[config.mk]
export PLATFORM = sky130hd
export DESIGN_NAME = mandelbrot_escape_color_flat
export DESIGN_NICKNAME = d
export VERILOG_FILES = /design/src/hdl/mec_pkg.sv /design/src/hdl/mec_point_if.sv /design/src/hdl/mec_pixel_if.sv /design/src/hdl/mec_mul.sv /design/src/hdl/mec_core.sv /design/src/hdl/mec_color.sv /design/src/hdl/mandelbrot_escape_color.sv /design/src/flat_wrapper.sv
export SDC_FILE = /design/constraint.sdc
export NUM_CORES = 2
export LEC_CHECK = 0
export ABC_CLOCK_PERIOD_IN_PS = 15300
export BUFFER_PORTS_ARGS = -buffer_cell sky130_fd_sc_hd__clkbuf_2
export CORE_MARGIN = 2
export CORE_UTILIZATION = 50
export CTS_CLUSTER_DIAMETER = 80
export DETAILED_ROUTE_END_ITERATION = 10
export GPL_TIMING_DRIVEN = 0
export PLACE_DENSITY = 0.73
export SKIP_CTS_REPAIR_TIMING = 1
export SYNTH_ARGS = -nofsm -noshare
export SYNTH_HDL_FRONTEND = slang
export SYNTH_SLANG_ARGS = --single-unit
[constraint.sdc]
create_clock -name clk -period 15.3 [get_ports clk]
set_input_delay 3.06 -clock clk [delete_from_list [all_inputs] [get_ports clk]]
set_output_delay 3.06 -clock clk [all_outputs]
set_load 0.005 [all_outputs]
[src/hdl/mec_pkg.sv]
`timescale 1ns / 1ps
// ----------------------------------------------------------------------------
// mec_pkg
// Shared widths, band codes and color levels for the escape-time colorer.
// ----------------------------------------------------------------------------
package mec_pkg;

	localparam int POINT_W     = 31;
	localparam int COUNT_OUT_W = 7;
	localparam int CHAN_W      = 8;
	localparam int BAND_W      = 3;
	localparam int BAND_COUNT  = 5;

	localparam logic [BAND_W-1:0] BAND_PURPLE = 3'd0;
	localparam logic [BAND_W-1:0] BAND_BLUE   = 3'd1;
	localparam logic [BAND_W-1:0] BAND_GREEN  = 3'd2;
	localparam logic [BAND_W-1:0] BAND_FADE   = 3'd3;
	localparam logic [BAND_W-1:0] BAND_RED    = 3'd4;

	localparam logic [CHAN_W-1:0] LEVEL_ZERO = 8'd0;
	localparam logic [CHAN_W-1:0] LEVEL_MID  = 8'd128;
	localparam logic [CHAN_W-1:0] LEVEL_FULL = 8'd255;
	localparam int LEVEL_STEP = 127;
	localparam int LEVEL_SPAN = 255;

	typedef struct packed {
		logic [CHAN_W-1:0] red;
		logic [CHAN_W-1:0] green;
		logic [CHAN_W-1:0] blue;
	} rgb_t;

endpackage

[src/hdl/mec_point_if.sv]
`timescale 1ns / 1ps
// ----------------------------------------------------------------------------
// mec_point_if
// Valid/ready channel carrying one complex point.
// ----------------------------------------------------------------------------
interface mec_point_if;
	logic valid;
	logic ready;
	logic signed [mec_pkg::POINT_W-1:0] point_re;
	logic signed [mec_pkg::POINT_W-1:0] point_im;

	modport source (output valid, point_re, point_im, input ready);
	modport sink (input valid, point_re, point_im, output ready);
endinterface

[src/hdl/mec_pixel_if.sv]
`timescale 1ns / 1ps
// ----------------------------------------------------------------------------
// mec_pixel_if
// Valid/ready channel carrying the iteration count and its color.
// ----------------------------------------------------------------------------
interface mec_pixel_if;
	logic valid;
	logic ready;
	logic [mec_pkg::COUNT_OUT_W-1:0] iter_count;
	logic [mec_pkg::CHAN_W-1:0] red;
	logic [mec_pkg::CHAN_W-1:0] green;
	logic [mec_pkg::CHAN_W-1:0] blue;

	modport source (output valid, iter_count, red, green, blue, input ready);
	modport sink (input valid, iter_count, red, green, blue, output ready);
endinterface

[src/hdl/mec_mul.sv]
`timescale 1ns / 1ps
// ----------------------------------------------------------------------------
// mec_mul
// Shared signed multiplier with a registered product.
// ----------------------------------------------------------------------------
module mec_mul #(
	parameter int W = 32
) (
	input  logic                  clk,
	input  logic signed [W-1:0]   a,
	input  logic signed [W-1:0]   b,
	output logic signed [2*W-1:0] prod
);

	logic signed [2*W-1:0] prod_q;

	always_ff @(posedge clk) begin
		prod_q <= a * b;
	end

	assign prod = prod_q;

endmodule

[src/hdl/mec_core.sv]
`timescale 1ns / 1ps
// ----------------------------------------------------------------------------
// mec_core
// Iteration sequencer: z = z*z + c over one shared multiplier, three products
// per iteration, with the escape test and the band/offset counters.
// ----------------------------------------------------------------------------
module mec_core #(
	parameter int MAX_ITERATIONS = 64,
	parameter int FRAC_BITS      = 28,
	localparam int CW       = $clog2(MAX_ITERATIONS + 1),
	localparam int BAND_LEN = MAX_ITERATIONS / mec_pkg::BAND_COUNT,
	localparam int KW       = (BAND_LEN > 1) ? $clog2(BAND_LEN) : 1
) (
	input  logic                        clk,
	input  logic                        arst_n,
	mec_point_if.sink                   point,
	output logic                        fin_valid,
	input  logic                        fin_take,
	output logic [CW-1:0]               fin_count,
	output logic [mec_pkg::BAND_W-1:0]  fin_band,
	output logic [KW-1:0]               fin_k
);

	localparam int ZW = ((FRAC_BITS + 2 > 30) ? FRAC_BITS + 2 : 30) + 2;
	localparam int PW = 2 * ZW;
	localparam int LIM_BIT = 2 * FRAC_BITS + 2;

	typedef enum logic [5:0] {
		S_IDLE = 6'b000001,
		S_RR   = 6'b000010,
		S_II   = 6'b000100,
		S_RI   = 6'b001000,
		S_UPD  = 6'b010000,
		S_FIN  = 6'b100000
	} state_t;

	state_t state_q;
	logic [CW-1:0] count_q;
	logic [mec_pkg::BAND_W-1:0] band_q;
	logic [KW-1:0] k_q;

	logic signed [ZW-1:0] re_q, im_q, cre_q, cim_q;
	logic signed [PW-1:0] rr_q, diff_q;
	logic esc_q;

	logic signed [ZW-1:0] mul_a, mul_b;
	logic signed [PW-1:0] mul_prod;
	logic [PW-1:0] mag_sum;
	logic signed [PW-1:0] re_sh, im_sh;

	assign mul_a = (state_q == S_II) ? im_q : re_q;
	assign mul_b = (state_q == S_RR) ? re_q : im_q;

	mec_mul #(.W(ZW)) u_mul (
		.clk  (clk),
		.a    (mul_a),
		.b    (mul_b),
		.prod (mul_prod)
	);

	// squares are nonnegative, so the sum is plain unsigned
	assign mag_sum = rr_q + mul_prod;
	assign re_sh   = diff_q >>> FRAC_BITS;
	assign im_sh   = mul_prod >>> (FRAC_BITS - 1);

	// sequencer and counters
	always_ff @(posedge clk or negedge arst_n) begin
		if (!arst_n) begin
			state_q <= S_IDLE;
			count_q <= '0;
			band_q  <= mec_pkg::BAND_PURPLE;
			k_q     <= '0;
		end else begin
			unique case (state_q)
				S_IDLE: begin
					if (point.valid) begin
						count_q <= '0;
						band_q  <= mec_pkg::BAND_PURPLE;
						k_q     <= '0;
						state_q <= S_RR;
					end
				end
				S_RR: state_q <= S_II;
				S_II: state_q <= S_RI;
				S_RI: state_q <= S_UPD;
				S_UPD: begin
					if (esc_q) begin
						state_q <= S_FIN;
					end else begin
						count_q <= count_q + CW'(1);
						if (k_q == KW'(BAND_LEN - 1)) begin
							k_q <= '0;
							if (band_q != mec_pkg::BAND_RED) begin
								band_q <= band_q + mec_pkg::BAND_W'(1);
							end
						end else begin
							k_q <= k_q + KW'(1);
						end
						if (count_q == CW'(MAX_ITERATIONS - 1)) begin
							state_q <= S_FIN;
						end else begin
							state_q <= S_RR;
						end
					end
				end
				S_FIN: begin
					if (fin_take) begin
						state_q <= S_IDLE;
					end
				end
				default: state_q <= S_IDLE;
			endcase
		end
	end

	// datapath
	always_ff @(posedge clk) begin
		if (state_q == S_IDLE && point.valid) begin
			cre_q <= ZW'(point.point_re);
			cim_q <= ZW'(point.point_im);
			re_q  <= '0;
			im_q  <= '0;
		end
		if (state_q == S_II) begin
			rr_q <= mul_prod;
		end
		if (state_q == S_RI) begin
			esc_q  <= |mag_sum[PW-1:LIM_BIT];
			diff_q <= rr_q - mul_prod;
		end
		if (state_q == S_UPD && !esc_q) begin
			re_q <= re_sh[ZW-1:0] + cre_q;
			im_q <= im_sh[ZW-1:0] + cim_q;
		end
	end

	assign point.ready = (state_q == S_IDLE);
	assign fin_valid   = (state_q == S_FIN);
	assign fin_count   = count_q;
	assign fin_band    = band_q;
	assign fin_k       = k_q;

endmodule

[src/hdl/mec_color.sv]
`timescale 1ns / 1ps
// ----------------------------------------------------------------------------
// mec_color
// Maps the iteration count, band and offset within the band to RGB.
// ----------------------------------------------------------------------------
module mec_color #(
	parameter int MAX_ITERATIONS = 64,
	localparam int CW       = $clog2(MAX_ITERATIONS + 1),
	localparam int BAND_LEN = MAX_ITERATIONS / mec_pkg::BAND_COUNT,
	localparam int KW       = (BAND_LEN > 1) ? $clog2(BAND_LEN) : 1
) (
	input  logic [CW-1:0]              count,
	input  logic [mec_pkg::BAND_W-1:0] band,
	input  logic [KW-1:0]              k,
	output mec_pkg::rgb_t              rgb
);

	localparam int STEP_LO = mec_pkg::LEVEL_STEP / BAND_LEN;
	localparam int STEP_HI = mec_pkg::LEVEL_SPAN / BAND_LEN;

	logic [KW+7:0] lo_w, hi_w;
	logic [mec_pkg::CHAN_W-1:0] ramp_lo, ramp_hi;

	assign lo_w    = (KW + 8)'(k) * (KW + 8)'(STEP_LO);
	assign hi_w    = (KW + 8)'(k) * (KW + 8)'(STEP_HI);
	assign ramp_lo = lo_w[mec_pkg::CHAN_W-1:0];
	assign ramp_hi = hi_w[mec_pkg::CHAN_W-1:0];

	always_comb begin
		rgb.red   = mec_pkg::LEVEL_ZERO;
		rgb.green = mec_pkg::LEVEL_ZERO;
		rgb.blue  = mec_pkg::LEVEL_ZERO;
		if (count != CW'(MAX_ITERATIONS)) begin
			unique case (band)
				mec_pkg::BAND_PURPLE: begin
					rgb.red  = mec_pkg::LEVEL_MID;
					rgb.blue = mec_pkg::LEVEL_MID + ramp_lo;
				end
				mec_pkg::BAND_BLUE: begin
					rgb.blue = mec_pkg::LEVEL_MID + ramp_lo;
				end
				mec_pkg::BAND_GREEN: begin
					rgb.green = mec_pkg::LEVEL_MID + ramp_lo;
				end
				mec_pkg::BAND_FADE: begin
					rgb.red   = mec_pkg::LEVEL_FULL - ramp_lo;
					rgb.green = mec_pkg::LEVEL_FULL - ramp_hi;
				end
				default: begin
					rgb.red = mec_pkg::LEVEL_FULL;
				end
			endcase
		end
	end

endmodule

[src/hdl/mandelbrot_escape_color.sv]
`timescale 1ns / 1ps
// ----------------------------------------------------------------------------
// mandelbrot_escape_color
// Escape-time count of z = z*z + c with five-band coloring.
//
//   channel  dir  fields
//   point    in   point_re, point_im   (signed, FRAC_BITS fraction bits)
//   pixel    out  iter_count, red, green, blue
//
// one point at a time; each iteration steps through S_RR, S_II, S_RI and
// S_UPD on the single shared multiplier (re*re, im*im, re*im, then update)
// the core holds its result in S_FIN until the result register takes it,
// then returns to idle and can accept the next point
// point.ready is high only while idle; the result register frees the core
// as soon as the previous pixel is taken
// asynchronous reset clears the sequencer and the result valid
// ----------------------------------------------------------------------------
module mandelbrot_escape_color #(
	parameter int MAX_ITERATIONS = 64,
	parameter int FRAC_BITS      = 28
) (
	input  logic         clk,
	input  logic         arst_n,
	mec_point_if.sink    point,
	mec_pixel_if.source  pixel
);

	localparam int CW       = $clog2(MAX_ITERATIONS + 1);
	localparam int BAND_LEN = MAX_ITERATIONS / mec_pkg::BAND_COUNT;
	localparam int KW       = (BAND_LEN > 1) ? $clog2(BAND_LEN) : 1;

	logic fin_valid, fin_take;
	logic [CW-1:0] fin_count;
	logic [mec_pkg::BAND_W-1:0] fin_band;
	logic [KW-1:0] fin_k;
	mec_pkg::rgb_t fin_rgb;
	logic [CW+mec_pkg::COUNT_OUT_W-1:0] count_ext;

	logic out_valid_q;
	logic [mec_pkg::COUNT_OUT_W-1:0] count_q;
	mec_pkg::rgb_t rgb_q;

	mec_core #(
		.MAX_ITERATIONS (MAX_ITERATIONS),
		.FRAC_BITS      (FRAC_BITS)
	) u_core (
		.clk       (clk),
		.arst_n    (arst_n),
		.point     (point),
		.fin_valid (fin_valid),
		.fin_take  (fin_take),
		.fin_count (fin_count),
		.fin_band  (fin_band),
		.fin_k     (fin_k)
	);

	mec_color #(
		.MAX_ITERATIONS (MAX_ITERATIONS)
	) u_color (
		.count (fin_count),
		.band  (fin_band),
		.k     (fin_k),
		.rgb   (fin_rgb)
	);

	assign fin_take  = fin_valid && (!out_valid_q || pixel.ready);
	assign count_ext = {{mec_pkg::COUNT_OUT_W{1'b0}}, fin_count};

	always_ff @(posedge clk or negedge arst_n) begin
		if (!arst_n) begin
			out_valid_q <= 1'b0;
		end else if (fin_take) begin
			out_valid_q <= 1'b1;
		end else if (pixel.ready) begin
			out_valid_q <= 1'b0;
		end
	end

	always_ff @(posedge clk) begin
		if (fin_take) begin
			count_q <= count_ext[mec_pkg::COUNT_OUT_W-1:0];
			rgb_q   <= fin_rgb;
		end
	end

	assign pixel.valid      = out_valid_q;
	assign pixel.iter_count = count_q;
	assign pixel.red        = rgb_q.red;
	assign pixel.green      = rgb_q.green;
	assign pixel.blue       = rgb_q.blue;

	a_take_loads: assert property (@(posedge clk) disable iff (!arst_n)
		fin_take |=> pixel.valid)
		else $error("finished result not presented");

	a_busy_after_accept: assert property (@(posedge clk) disable iff (!arst_n)
		(point.valid && point.ready) |=> !point.ready)
		else $error("core ready while a point is in work");

	a_no_overwrite: assert property (@(posedge clk) disable iff (!arst_n)
		(pixel.valid && !pixel.ready) |-> !fin_take)
		else $error("pending pixel overwritten");

	a_black_at_max: assert property (@(posedge clk) disable iff (!arst_n)
		(fin_take && fin_count == CW'(MAX_ITERATIONS)) |=>
		(pixel.red == mec_pkg::LEVEL_ZERO && pixel.green == mec_pkg::LEVEL_ZERO &&
		 pixel.blue == mec_pkg::LEVEL_ZERO))
		else $error("bounded point not black");

endmodule

[src/flat_wrapper.sv]
// flat-port wrapper written by rule: the top's interface ports become plain ports
module mandelbrot_escape_color_flat 
#(
	parameter int MAX_ITERATIONS = 64,
	parameter int FRAC_BITS      = 28
)
  (clk, arst_n, point_valid, point_point_re, point_point_im, point_ready, pixel_valid, pixel_iter_count, pixel_red, pixel_green, pixel_blue, pixel_ready);
  mec_point_if point_i ();
  mec_pixel_if pixel_i ();
  input  logic clk;
  input  logic arst_n;
  input wire logic [$bits(point_i.valid)-1:0] point_valid;
  input wire logic [$bits(point_i.point_re)-1:0] point_point_re;
  input wire logic [$bits(point_i.point_im)-1:0] point_point_im;
  output wire logic [$bits(point_i.ready)-1:0] point_ready;
  output wire logic [$bits(pixel_i.valid)-1:0] pixel_valid;
  output wire logic [$bits(pixel_i.iter_count)-1:0] pixel_iter_count;
  output wire logic [$bits(pixel_i.red)-1:0] pixel_red;
  output wire logic [$bits(pixel_i.green)-1:0] pixel_green;
  output wire logic [$bits(pixel_i.blue)-1:0] pixel_blue;
  input wire logic [$bits(pixel_i.ready)-1:0] pixel_ready;
  assign point_i.valid = point_valid;
  assign point_i.point_re = point_point_re;
  assign point_i.point_im = point_point_im;
  assign point_ready = point_i.ready;
  assign pixel_valid = pixel_i.valid;
  assign pixel_iter_count = pixel_i.iter_count;
  assign pixel_red = pixel_i.red;
  assign pixel_green = pixel_i.green;
  assign pixel_blue = pixel_i.blue;
  assign pixel_i.ready = pixel_ready;
  mandelbrot_escape_color #(.MAX_ITERATIONS(MAX_ITERATIONS), .FRAC_BITS(FRAC_BITS)) u_core (.clk(clk), .arst_n(arst_n), .point(point_i), .pixel(pixel_i));
endmodule
==> flow_summary.ini <==
[flow_run]
cap_violations = 3

[cells_and_area]
drive_gt1_share_pct = 4.51
fillers = 9666
fin_nets = 7281
final_common_cell = inv_1
final_cell_mix = 1088 x inv_1, 1086 x fa_1, 759 x nand2_1
synthToLayoutAreaGrowth_pct = 6.58

[critical_path]
worst_ep_required_time_ns = 15.73
reg2reg_depth = 30
critPathMostFrequentCell = fa_1
reg2reg_slack_ns = 2.37
critPathMaxStageDelay_ns = 1.20
endpoint_kind = register
cp.arrival_ns = 13.36
slowest_stage = fa_1
r2r-end = u_core.u_core.u_mul.prod[63]
reg2reg_from = u_core.u_core.state_q[2]
crit_path_start_kind = register
crit_fanout = 10
crit_type = register to register

[synth]
synth_edf_count = 253
synth_cell_types = 91
synthArstFlopShare_pct = 6.21
syn_avg_cell_area_sq_um = 9.59
synth_area_sq_um = 53700
synth_top_cell_by_area = fa_1
yosys_warnings = 0
ys_ff_latch = 338
ys_seq_area_share_pct = 17.5
yosys.area.top_type_share_pct = 40.5
syn_inst = 5599
synth_area_leaders = fa_1 40%, edfxtp_1 14%, ha_1 8.9%, inv_1 7.6%, nand2_1 5.3%
synth_nets = 7134
synth_top_flop_cell = edfxtp_1

[detailed_routing]
drcViolationCount = 0
met1_length_mm = 68.1
routed_wl_mm = 185
drt_iter0_markers = 4532
ant_nets = 0
top_layer_used = met5
dr.pass1.iters = 8
met3RoutedLength_mm = 21.2
via_count = 41500
viasPerCell = 5.79
avgRoutedWirePerCell_microns = 25.8
wl_met2_mm = 79.4

[clocking]
htree_levels = 1
path_clk_slew_ns = 0.07
worstSkewPairLatency_ns = 0.60
clk_path_buf_depth = 3
cts_tree = yes
cts_buffers = 28
clock-root-buffer = clkbuf_16
cts.sinks = 338

[grt]
grt_antenna_before_repair = 3
track_usage_pct = 34.1
grt_pass1_wl_mm = 274
grt_pass1_vias = 42600
grt_max_degree = 70
grt_remaining_overflow = 0

[floorplanning]
start_util_pct = 50.3
die_w_microns = 332
io_pins = 99
die-area_sq_um = 110000
die_height_microns = 332
design.core.area_sq_um = 107000
row_count = 120

[outcome]
violations = max-capacitance violations, max-slew violations
status = finished with violations

[placement]
numPortBuffers = 97
gp_congestion = 1.08
dp_hpwl_mm = 153

[timing]
setup-violations-final = 0
skew_ns = 0.0310
period_needed_ns = 12.93
slew_violations = 8
tightest_slew_ns = 1.50
rsz0062_at_grt = no
tns_ns = 0
hold_violations = 0
max_freq_mhz = 77.4
finalCritPeriodShare_pct = 84.5
slew_headroom_pct = -2.94

[min_path]
holdPathEnd = u_core.u_core.rr_q[61]
hp-start = u_core.u_core.u_mul.prod[61]
hp-class = register to register
whs_path_depth = 0
[worst max-delay path: cells and delay by family (launching register included)]
family / cells / cell delay (ns)
muxes: 1 / 0.72
adders and majority gates: 9 / 5.26
buffers and inverters: 8 / 2.88
DFF: 1 / 0.42
and+or+nand+nor: 5 / 0.78
AOI/OAI and AO/OA: 7 / 2.63
[cell type report]
cell class / instances / area (sq um) / area share, %
diodes: 1 / 2.50 / 0.00437
plain buffers: 200 / 802 / 1.40
clock buffers: 39 / 813 / 1.42
clock inverters: 13 / 133 / 0.232
inverters: 1094 / 4110 / 7.18
multi-input cells: 3967 / 39500 / 69.0
flip-flops and latches: 338 / 9410 / 16.4
well taps: 1403 / 1760 / 3.07
repair buffers: 117 / 742 / 1.30
[Yosys cell counts, drive strengths merged, types with 65 or more instances]
cell	number
fa	1086
nor2	710
o21ai	101
inv	1094
xnor2	96
a21oi	161
nand2	759
edfxtp	253
xor2	65
ha	383
a21o	73
clkbuf	159
[how the worst max path moves through the flow]
stage / endpoint / depth (start not counted) / slack [ns] / startpoint
detailed placement: u_core.u_core.u_mul.prod[63] / 32 / 3.11 / u_core.u_core.state_q[1]
finish: u_core.u_core.u_mul.prod[63] / 30 / 2.37 / u_core.u_core.state_q[2]
global route: u_core.u_core.u_mul.prod[63] / 31 / 2.31 / u_core.u_core.state_q[2]
global placement: u_core.u_core.u_mul.prod[63] / 31 / 3.21 / u_core.u_core.state_q[1]
CTS: u_core.u_core.u_mul.prod[63] / 32 / 3.05 / u_core.u_core.state_q[1]
floorplan: u_core.u_core.u_mul.prod[62] / 34 / 5.85 / u_core.u_core.state_q[1]
[registers in the layout (all words and copies together), names as in the netlist]
name                      flops
u_core.pixel.blue             7
u_core.pixel.green            8
u_core.pixel.iter_count       7
u_core.pixel.red              8
u_core.pixel.valid            1
u_core.u_core.cim_q          31
u_core.u_core.cre_q          31
u_core.u_core.diff_q         32
u_core.u_core.esc_q           1
u_core.u_core.fin_band        3
u_core.u_core.fin_count       7
u_core.u_core.fin_k           4
u_core.u_core.im_q           32
u_core.u_core.re_q           32
u_core.u_core.rr_q           64
u_core.u_core.state_q         6
u_core.u_core.u_mul.prod     64
[layer usage]
layer  vias up  GRT usage, %
li1      17600             -
met2      2490          50.9
met3       638          9.08
met4         2          23.2
met1     20800          43.5
met5         -             0
[cells by family (layout without fill, tap and decap cells)]
kind of cell,count (synthesis),in the layout,synth area share (%)
mux,63,63,1.17
xor+xnor,161,161,2.63
flops,338,338,17.5
fa+ha+maj,1469,1469,49.4
compound gates,554,554,6.96
simple gates,1719,1719,13.2
other cells,1,2,0.00698
buf+inv,1294,1463,9.13
[metrics by stage]
step | hold slack, ns | worst slack, ns | cells | area, sq um | utilization [%]
final | 0.442 | 2.37 | 7172 | 57200 | 53.6
after global routing | 0.454 | 2.31 | 7171 | 57200 | 53.6
after CTS | 0.447 | 3.05 | 7171 | 57200 | 53.6
after detailed placement | 0.432 | 3.11 | 7119 | 56300 | 52.7
after global placement | 0.426 | 3.21 | 7099 | 56000 | 52.4
after floorplan | 0.412 | 5.85 | 5599 | 53700 | -
Power is not shown: default switching activity piles up to over one toggle a cycle in this logic, so the estimate is an artifact.
